### src/design/ipidf_pkg.sv
// Shared types, register codes and helper functions of the filtered incremental PID block.
`timescale 1ns / 1ps

package ipidf_pkg;

	// Width of the shared multiplier operands and of its product.
	localparam int MulW  = 34;
	localparam int ProdW = 2 * MulW;
	// Width of the term accumulator.
	localparam int AccW  = 54;

	// Unity weight of the low-pass filters in Q1.16.
	localparam logic [16:0] ONE_Q16 = 17'h10000;

	// Configuration register indexes.
	localparam logic [2:0] REG_GAIN_P      = 3'd0;
	localparam logic [2:0] REG_GAIN_I      = 3'd1;
	localparam logic [2:0] REG_GAIN_D      = 3'd2;
	localparam logic [2:0] REG_DEAD_BAND   = 3'd3;
	localparam logic [2:0] REG_ERROR_ALPHA = 3'd4;
	localparam logic [2:0] REG_DERIV_ALPHA = 3'd5;
	localparam logic [2:0] REG_OUT_LOW     = 3'd6;
	localparam logic [2:0] REG_OUT_HIGH    = 3'd7;

	// Operation codes of an input word.
	localparam logic OP_STEP  = 1'b0;
	localparam logic OP_CLEAR = 1'b1;

	typedef struct packed {
		logic               op;
		logic signed [31:0] target;
		logic signed [31:0] measured;
	} in_word_t;

	typedef struct packed {
		logic signed [31:0] delta_out;
		logic               in_dead_band;
	} out_word_t;

	typedef struct packed {
		logic signed [31:0] gain_p;
		logic signed [31:0] gain_i;
		logic signed [31:0] gain_d;
		logic        [30:0] dead_band;
		logic        [16:0] error_alpha;
		logic        [16:0] deriv_alpha;
		logic signed [31:0] out_low;
		logic signed [31:0] out_high;
	} cfg_t;

	// Saturate a wide signed value to 32 bits.
	function automatic logic signed [31:0] sat32(input logic signed [AccW-1:0] x);
		logic hi_ones;
		logic hi_zeros;
		hi_ones  = &x[AccW-1:31];
		hi_zeros = ~|x[AccW-1:31];
		if (hi_ones || hi_zeros) begin
			sat32 = x[31:0];
		end else if (x[AccW-1]) begin
			sat32 = 32'sh8000_0000;
		end else begin
			sat32 = 32'sh7fff_ffff;
		end
	endfunction

	// A weight of zero or above unity acts as unity.
	function automatic logic [16:0] eff_alpha(input logic [16:0] a);
		if (a == 17'd0 || (a[16] && a[15:0] != 16'd0)) begin
			eff_alpha = ONE_Q16;
		end else begin
			eff_alpha = a;
		end
	endfunction

endpackage

### src/design/ipidf_mul.sv
// Shared signed multiplier with a registered product.
`timescale 1ns / 1ps

module ipidf_mul (
	input  logic                             clk,
	input  logic signed [ipidf_pkg::MulW-1:0]  a,
	input  logic signed [ipidf_pkg::MulW-1:0]  b,
	output logic signed [ipidf_pkg::ProdW-1:0] prod
);
	import ipidf_pkg::*;

	logic signed [ProdW-1:0] prod_q;

	// One product per cycle, available on the following cycle.
	always_ff @(posedge clk) begin
		prod_q <= a * b;
	end

	assign prod = prod_q;

endmodule

### src/design/ipidf_core.sv
// Sequencer and datapath that run one controller step through the shared multiplier.
`timescale 1ns / 1ps

module ipidf_core (
	input  logic                 clk,
	input  logic                 arst_n,
	input  ipidf_pkg::cfg_t      cfg,
	input  logic                 start,
	input  ipidf_pkg::in_word_t  item,
	output logic                 idle,
	output logic                 done,
	input  logic                 res_free,
	output ipidf_pkg::out_word_t res
);
	import ipidf_pkg::*;

	localparam logic [3:0] S_IDLE  = 4'd0;
	localparam logic [3:0] S_EF    = 4'd1;
	localparam logic [3:0] S_EFW   = 4'd2;
	localparam logic [3:0] S_DB    = 4'd3;
	localparam logic [3:0] S_DF    = 4'd4;
	localparam logic [3:0] S_DFW   = 4'd5;
	localparam logic [3:0] S_P     = 4'd6;
	localparam logic [3:0] S_I     = 4'd7;
	localparam logic [3:0] S_D     = 4'd8;
	localparam logic [3:0] S_DW    = 4'd9;
	localparam logic [3:0] S_SAT   = 4'd10;
	localparam logic [3:0] S_CLAMP = 4'd11;
	localparam logic [3:0] S_OUT   = 4'd12;

	logic [3:0] state_q;

	// Controller history.
	logic signed [31:0] fe_q;
	logic signed [31:0] pe_q;
	logic signed [31:0] pd_q;

	// Working registers of one step.
	logic signed [31:0]     raw_q;
	logic signed [32:0]     de_q;
	logic signed [31:0]     deriv_q;
	logic signed [32:0]     dd_q;
	logic signed [AccW-1:0] acc_q;
	logic signed [31:0]     sum_q;
	out_word_t              res_q;

	logic signed [MulW-1:0]  mul_a;
	logic signed [MulW-1:0]  mul_b;
	logic signed [ProdW-1:0] prod;
	logic signed [AccW-1:0]  term;
	logic signed [AccW-1:0]  efw_sum;
	logic signed [AccW-1:0]  dfw_sum;
	logic signed [32:0]      fe_ext;
	logic signed [32:0]      fe_mag;
	logic                    dead;
	logic signed [32:0]      raw_diff;
	logic [16:0]             alpha_e;
	logic [16:0]             alpha_d;

	ipidf_mul u_mul (
		.clk  (clk),
		.a    (mul_a),
		.b    (mul_b),
		.prod (prod)
	);

	// Product divided by 65536 with floor rounding, sign-extended.
	assign term = {{(AccW - (ProdW - 16)){prod[ProdW-1]}}, prod[ProdW-1:16]};

	assign alpha_e = eff_alpha(cfg.error_alpha);
	assign alpha_d = eff_alpha(cfg.deriv_alpha);

	// Raw error as a 33-bit difference; it is saturated to 32 bits when registered.
	assign raw_diff = {item.target[31], item.target} - {item.measured[31], item.measured};

	// Filter outputs: previous value plus the scaled difference.
	assign efw_sum = term + {{(AccW - 32){fe_q[31]}}, fe_q};
	assign dfw_sum = term + {{(AccW - 32){pd_q[31]}}, pd_q};

	// Dead zone test on the filtered error magnitude.
	assign fe_ext = {fe_q[31], fe_q};
	assign fe_mag = fe_q[31] ? -fe_ext : fe_ext;
	assign dead   = fe_mag < {2'b00, cfg.dead_band};

	// Operand selection for the shared multiplier.
	always_comb begin
		mul_a = '0;
		mul_b = '0;
		case (state_q)
			S_EF: begin
				mul_a = {{(MulW - 17){1'b0}}, alpha_e};
				mul_b = {{2{raw_q[31]}}, raw_q} - {{2{fe_q[31]}}, fe_q};
			end
			S_DF: begin
				mul_a = {{(MulW - 17){1'b0}}, alpha_d};
				mul_b = {de_q[32], de_q} - {{2{pd_q[31]}}, pd_q};
			end
			S_P: begin
				mul_a = {{2{cfg.gain_p[31]}}, cfg.gain_p};
				mul_b = {de_q[32], de_q};
			end
			S_I: begin
				mul_a = {{2{cfg.gain_i[31]}}, cfg.gain_i};
				mul_b = {{2{fe_q[31]}}, fe_q};
			end
			S_D: begin
				mul_a = {{2{cfg.gain_d[31]}}, cfg.gain_d};
				mul_b = {dd_q[32], dd_q};
			end
			default: begin
				mul_a = '0;
				mul_b = '0;
			end
		endcase
	end

	// Sequencer and history registers.
	always_ff @(posedge clk or negedge arst_n) begin
		if (!arst_n) begin
			state_q <= S_IDLE;
			fe_q    <= '0;
			pe_q    <= '0;
			pd_q    <= '0;
		end else begin
			unique case (state_q)
				S_IDLE: begin
					if (start) begin
						if (item.op == OP_CLEAR) begin
							fe_q    <= '0;
							pe_q    <= '0;
							pd_q    <= '0;
							state_q <= S_OUT;
						end else begin
							state_q <= S_EF;
						end
					end
				end
				S_EF: state_q <= S_EFW;
				S_EFW: begin
					fe_q    <= efw_sum[31:0];
					state_q <= S_DB;
				end
				S_DB: begin
					if (dead) begin
						pe_q    <= fe_q;
						pd_q    <= '0;
						state_q <= S_OUT;
					end else begin
						state_q <= S_DF;
					end
				end
				S_DF:  state_q <= S_DFW;
				S_DFW: state_q <= S_P;
				S_P:   state_q <= S_I;
				S_I:   state_q <= S_D;
				S_D:   state_q <= S_DW;
				S_DW:  state_q <= S_SAT;
				S_SAT: state_q <= S_CLAMP;
				S_CLAMP: begin
					pe_q    <= fe_q;
					pd_q    <= deriv_q;
					state_q <= S_OUT;
				end
				S_OUT: begin
					if (res_free) begin
						state_q <= S_IDLE;
					end
				end
				default: state_q <= S_IDLE;
			endcase
		end
	end

	// Working registers of the step.
	always_ff @(posedge clk) begin
		case (state_q)
			S_IDLE: begin
				raw_q <= sat32({{(AccW - 33){raw_diff[32]}}, raw_diff});
				res_q <= '0;
			end
			S_DB: begin
				de_q <= fe_ext - {pe_q[31], pe_q};
				if (dead) begin
					res_q.delta_out    <= '0;
					res_q.in_dead_band <= 1'b1;
				end
			end
			S_DFW: deriv_q <= sat32(dfw_sum);
			S_P:   dd_q    <= {deriv_q[31], deriv_q} - {pd_q[31], pd_q};
			S_I:   acc_q   <= term;
			S_D:   acc_q   <= acc_q + term;
			S_DW:  acc_q   <= acc_q + term;
			S_SAT: sum_q   <= sat32(acc_q);
			S_CLAMP: begin
				res_q.in_dead_band <= 1'b0;
				if (sum_q < cfg.out_low) begin
					res_q.delta_out <= cfg.out_low;
				end else if (sum_q > cfg.out_high) begin
					res_q.delta_out <= cfg.out_high;
				end else begin
					res_q.delta_out <= sum_q;
				end
			end
			default: ;
		endcase
	end

	assign idle = (state_q == S_IDLE);
	assign done = (state_q == S_OUT);
	assign res  = res_q;

endmodule

### src/design/incremental_pid_filtered.sv
// Top level of the filtered incremental PID block: configuration registers and result register.
`timescale 1ns / 1ps

// Incremental PID controller with low-pass filtered error and derivative, Q16.16 throughout.
// Each input word yields exactly one result word. A compute word runs through the states
// EF, EFW, DB, DF, DFW, P, I, D, DW, SAT, CLAMP and OUT, and its result lands in the
// output register as ready rises again. A word whose filtered error falls in the dead
// zone goes from DB straight to OUT, and a clear word goes from idle straight to OUT.
// A held result stalls the core in OUT until it is taken. A compute word makes five
// sequential passes (two filter weights, three gains) through the single 34x34
// multiplier, each followed by its add or saturate step.
// The result register lets a new word be accepted while the previous result waits.
// Configuration is written through cfg_we/cfg_index/cfg_data and should change only
// while the block is idle.

module incremental_pid_filtered (
	input  logic                 clk,
	input  logic                 arst_n,
	input  logic                 item_valid,
	output logic                 item_ready,
	input  ipidf_pkg::in_word_t  item_data,
	output logic                 result_valid,
	input  logic                 result_ready,
	output ipidf_pkg::out_word_t result_data,
	input  logic                 cfg_we,
	input  logic [2:0]           cfg_index,
	input  logic [31:0]          cfg_data
);
	import ipidf_pkg::*;

	cfg_t      cfg_q;
	logic      core_idle;
	logic      core_done;
	logic      res_free;
	out_word_t core_res;
	logic      out_valid_q;
	out_word_t out_word_q;

	// Configuration register file.
	always_ff @(posedge clk or negedge arst_n) begin
		if (!arst_n) begin
			cfg_q <= '0;
		end else if (cfg_we) begin
			unique case (cfg_index)
				REG_GAIN_P:      cfg_q.gain_p      <= cfg_data;
				REG_GAIN_I:      cfg_q.gain_i      <= cfg_data;
				REG_GAIN_D:      cfg_q.gain_d      <= cfg_data;
				REG_DEAD_BAND:   cfg_q.dead_band   <= cfg_data[30:0];
				REG_ERROR_ALPHA: cfg_q.error_alpha <= cfg_data[16:0];
				REG_DERIV_ALPHA: cfg_q.deriv_alpha <= cfg_data[16:0];
				REG_OUT_LOW:     cfg_q.out_low     <= cfg_data;
				REG_OUT_HIGH:    cfg_q.out_high    <= cfg_data;
				default: ;
			endcase
		end
	end

	assign item_ready = core_idle;
	assign res_free   = !out_valid_q || result_ready;

	ipidf_core u_core (
		.clk      (clk),
		.arst_n   (arst_n),
		.cfg      (cfg_q),
		.start    (item_valid && core_idle),
		.item     (item_data),
		.idle     (core_idle),
		.done     (core_done),
		.res_free (res_free),
		.res      (core_res)
	);

	// Output word register.
	always_ff @(posedge clk or negedge arst_n) begin
		if (!arst_n) begin
			out_valid_q <= 1'b0;
		end else if (res_free) begin
			out_valid_q <= core_done;
		end
	end

	always_ff @(posedge clk) begin
		if (res_free && core_done) begin
			out_word_q <= core_res;
		end
	end

	assign result_valid = out_valid_q;
	assign result_data  = out_word_q;

endmodule

### config.mk
export PLATFORM = sky130hd
export DESIGN_NAME = incremental_pid_filtered
export DESIGN_NICKNAME = d
export VERILOG_FILES = /design/src/design/ipidf_pkg.sv /design/src/design/ipidf_mul.sv /design/src/design/ipidf_core.sv /design/src/design/incremental_pid_filtered.sv
export SDC_FILE = /design/constraint.sdc
export NUM_CORES = 2
export LEC_CHECK = 0
export BUFFER_PORTS_ARGS = -buffer_cell sky130_fd_sc_hd__buf_2
export CORE_MARGIN = 8
export CORE_UTILIZATION = 65
export DETAILED_ROUTE_END_ITERATION = 10
export HOLD_SLACK_MARGIN = 0.1
export PLACE_DENSITY = 0.82
export SETUP_SLACK_MARGIN = 0.3
export SYNTH_ARGS = -nofsm -noshare
export SYNTH_HDL_FRONTEND = slang
export SYNTH_HIERARCHICAL = 1
export SYNTH_SLANG_ARGS = --single-unit
### constraint.sdc
create_clock -name clk -period 12.4 [get_ports clk]
set_clock_uncertainty 0.05 [all_clocks]
set_input_delay 1.24 -clock clk [delete_from_list [all_inputs] [get_ports clk]]
set_output_delay 1.24 -clock clk [all_outputs]
set_load 0.01 [all_outputs]
==> reports/metrics.yaml <==
maxSlewViolCount: 0
crit_fanout: 14
grt_use_met3_pct: 8.65
synth_area_mm2: 0.0858
gp_congestion: 0.992
cts_tree: "built"
mappedNetlistNets: 10889
cpMaxStageDelayCell: "xnor2_1"
vias: 67354
wl_um: 256000
max_slew_margin_pct: 4.99
clock.fmax_mhz: 85.3
cts.clk_slew.worst_paths_ns: 0.07
nNetsFinal: 10872
grt_pass1_vias: 70709
cts_buffer_depth: 3
wire_per_inst_um: 23.9
cp_num_buf_inv: 9
drc: 0
clk_latency_ns: 0.70
critPathRequiredTime_ns: 12.86
grt.busiest_layer: "met2"
port_buffers: 139
critPathKind: "reg -> reg"
grt_usage_pct: 35.9
dieArea_mm2: 0.144
cp_top_family: "adder cells"
grt_pass1_wl_um: 401000
end_kind: "register"
cts.hold.buffers_added: 0
hold_viol: 0
first_pass_iters: 10
synthToLayoutAreaGrowth_pct: 6.49
fp.dieW_um: 379
cp_common_cell: "fa_1"
finalSetupViolCount: 0
clockRootBuffer: "clkbuf_16"
antenna_found_initial: 9
grt_max_degree: 79
start_util_pct: 65.3
clock-sinks: 660
critical-path-max-stage-delay_ns: 0.83
first_iter_violations: 7269
setup_tns_ns: 0
period_minus_slack_ns: 11.72
worstPathArrival_ns: 12.18
worst_pin_slew_ns: 1.42
syn_area_per_cell_um2: 9.60
start_kind: "register"
hpwl_um: 198000
antenna_left: 0
overflow: 0
stdcell_area_mm2: 0.0914
hold_path.class: "reg -> reg"
synthCells: 8938
place_area_mm2: 0.0885
vias_per_cell: 6.27
core_area_mm2: 0.131
yosysWarnings: 6
rows: 133
n_fill_cell: 9692
final_util_pct: 69.6
drive_gt1_share_pct: 8.48
pin_count: 140
die_h_um: 379
cts_inserted_buffers: 74
cts.htree.levels: 3
grt_util_met2_pct: 56.1
rsz0062_at_grt: "false"
outcome: "completed"
grtUsageMet1_pct: 45.6
cap_viol_max_count: 0
fin_crit_sh_pct: 94.5
[cells in the final DEF (no fill, tap or decap), types with 17 or more instances in the layout]
| cell type | n |
|---|---|
| dfxtp_1 | 52 |
| o21ai_0 | 297 |
| nor3_1 | 59 |
| mux2_2 | 219 |
| nor4_1 | 32 |
| buf_4 | 168 |
| and2_1 | 645 |
| a31oi_1 | 36 |
| a21oi_1 | 357 |
| clkbuf_16 | 74 |
| o211ai_1 | 40 |
| a22oi_1 | 30 |
| xnor2_1 | 216 |
| nand3b_1 | 38 |
| dfrtp_1 | 324 |
| xor2_1 | 106 |
| buf_2 | 138 |
| o21a_1 | 54 |
| mux2i_1 | 70 |
| nand4_1 | 70 |
| a21o_1 | 195 |
| o31ai_1 | 30 |
| fa_1 | 1249 |
| or3_1 | 25 |
| inv_1 | 1593 |
| a22o_1 | 38 |
| a211oi_1 | 63 |
| nor2b_1 | 65 |
| nand2_1 | 836 |
| a21boi_0 | 19 |
| o21bai_1 | 43 |
| nand2b_1 | 82 |
| a222oi_1 | 59 |
| o311a_1 | 33 |
| or2_2 | 17 |
| and3_1 | 39 |
| nand3_1 | 82 |
| ha_1 | 597 |
| nor2_1 | 268 |
| edfxtp_1 | 282 |
[timing repair]
item | CTS | global route
resized for setup | 0 | 17
setup endpoints to repair | 0 | 31
buffers inserted | 0 | 3
[cell type report]
type,instances,area (um^2),share of cell area [%]
Inverter,1595,5990,6.55
Clock buffer,96,2000,2.19
Sequential cell,660,17700,19.3
Clock inverter,41,674,0.738
Timing Repair Buffer,309,1990,2.18
Antenna cell,8,20.0,0.0219
Multi-Input combinational cell,6281,60800,66.6
Tap cell,1755,2200,2.40
[final timing paths]
check / from / to / slack, ns / depth (start not counted)
min reg2reg: u_core/res[32] / result_data[32] / 0.37 / 0
min in group asynchronous: arst_n / u_core/pe_q[21] / 0.51 / 1
min: u_core/res[32] / result_data[32] / 0.37 / 0
max in group asynchronous: arst_n / cfg_q[196] / 9.51 / 3
max reg2reg: u_core/fe_q[0] / u_core/u_mul/prod[48] / 0.68 / 38
max: u_core/fe_q[0] / u_core/u_mul/prod[48] / 0.68 / 38
[per-stage QoR]
stage,std cells,worst slack [ns],hold WS (ns)
after floorplan,8938,1.97,0.350
after global placement,10595,0.718,0.352
after detailed placement,10595,0.540,0.355
after CTS,10732,0.454,0.365
after global routing,10737,0.310,0.373
final,10745,0.680,0.368
[worst register-to-register path: cells and delay by family, from the launching register on]
family,cells,cell delay (ns)
compound gates,12,2.99
xor+xnor,2,1.20
fa+ha+maj,11,4.96
buf+inv,9,1.05
flops,1,0.52
simple gates,4,0.80
[per-layer routing]
metal | routed length (um) | part of all wire, %
met3 | 27300 | 11
met5 | 27 | 0.011
met1 | 93800 | 37
met2 | 116000 | 45
met4 | 19600 | 7.7
[state kept, by name, summed over array words and instances (netlist names), 33 cells and up]
signal and cells:
u_core/acc_q 54, u_core/res 33, result_data 33, u_core/dd_q 33
u_core/de_q 33, u_core/u_mul/prod 52, cfg_q 225
Power is not shown: default switching activity piles up to over one toggle a cycle in this logic, so the estimate is an artifact.
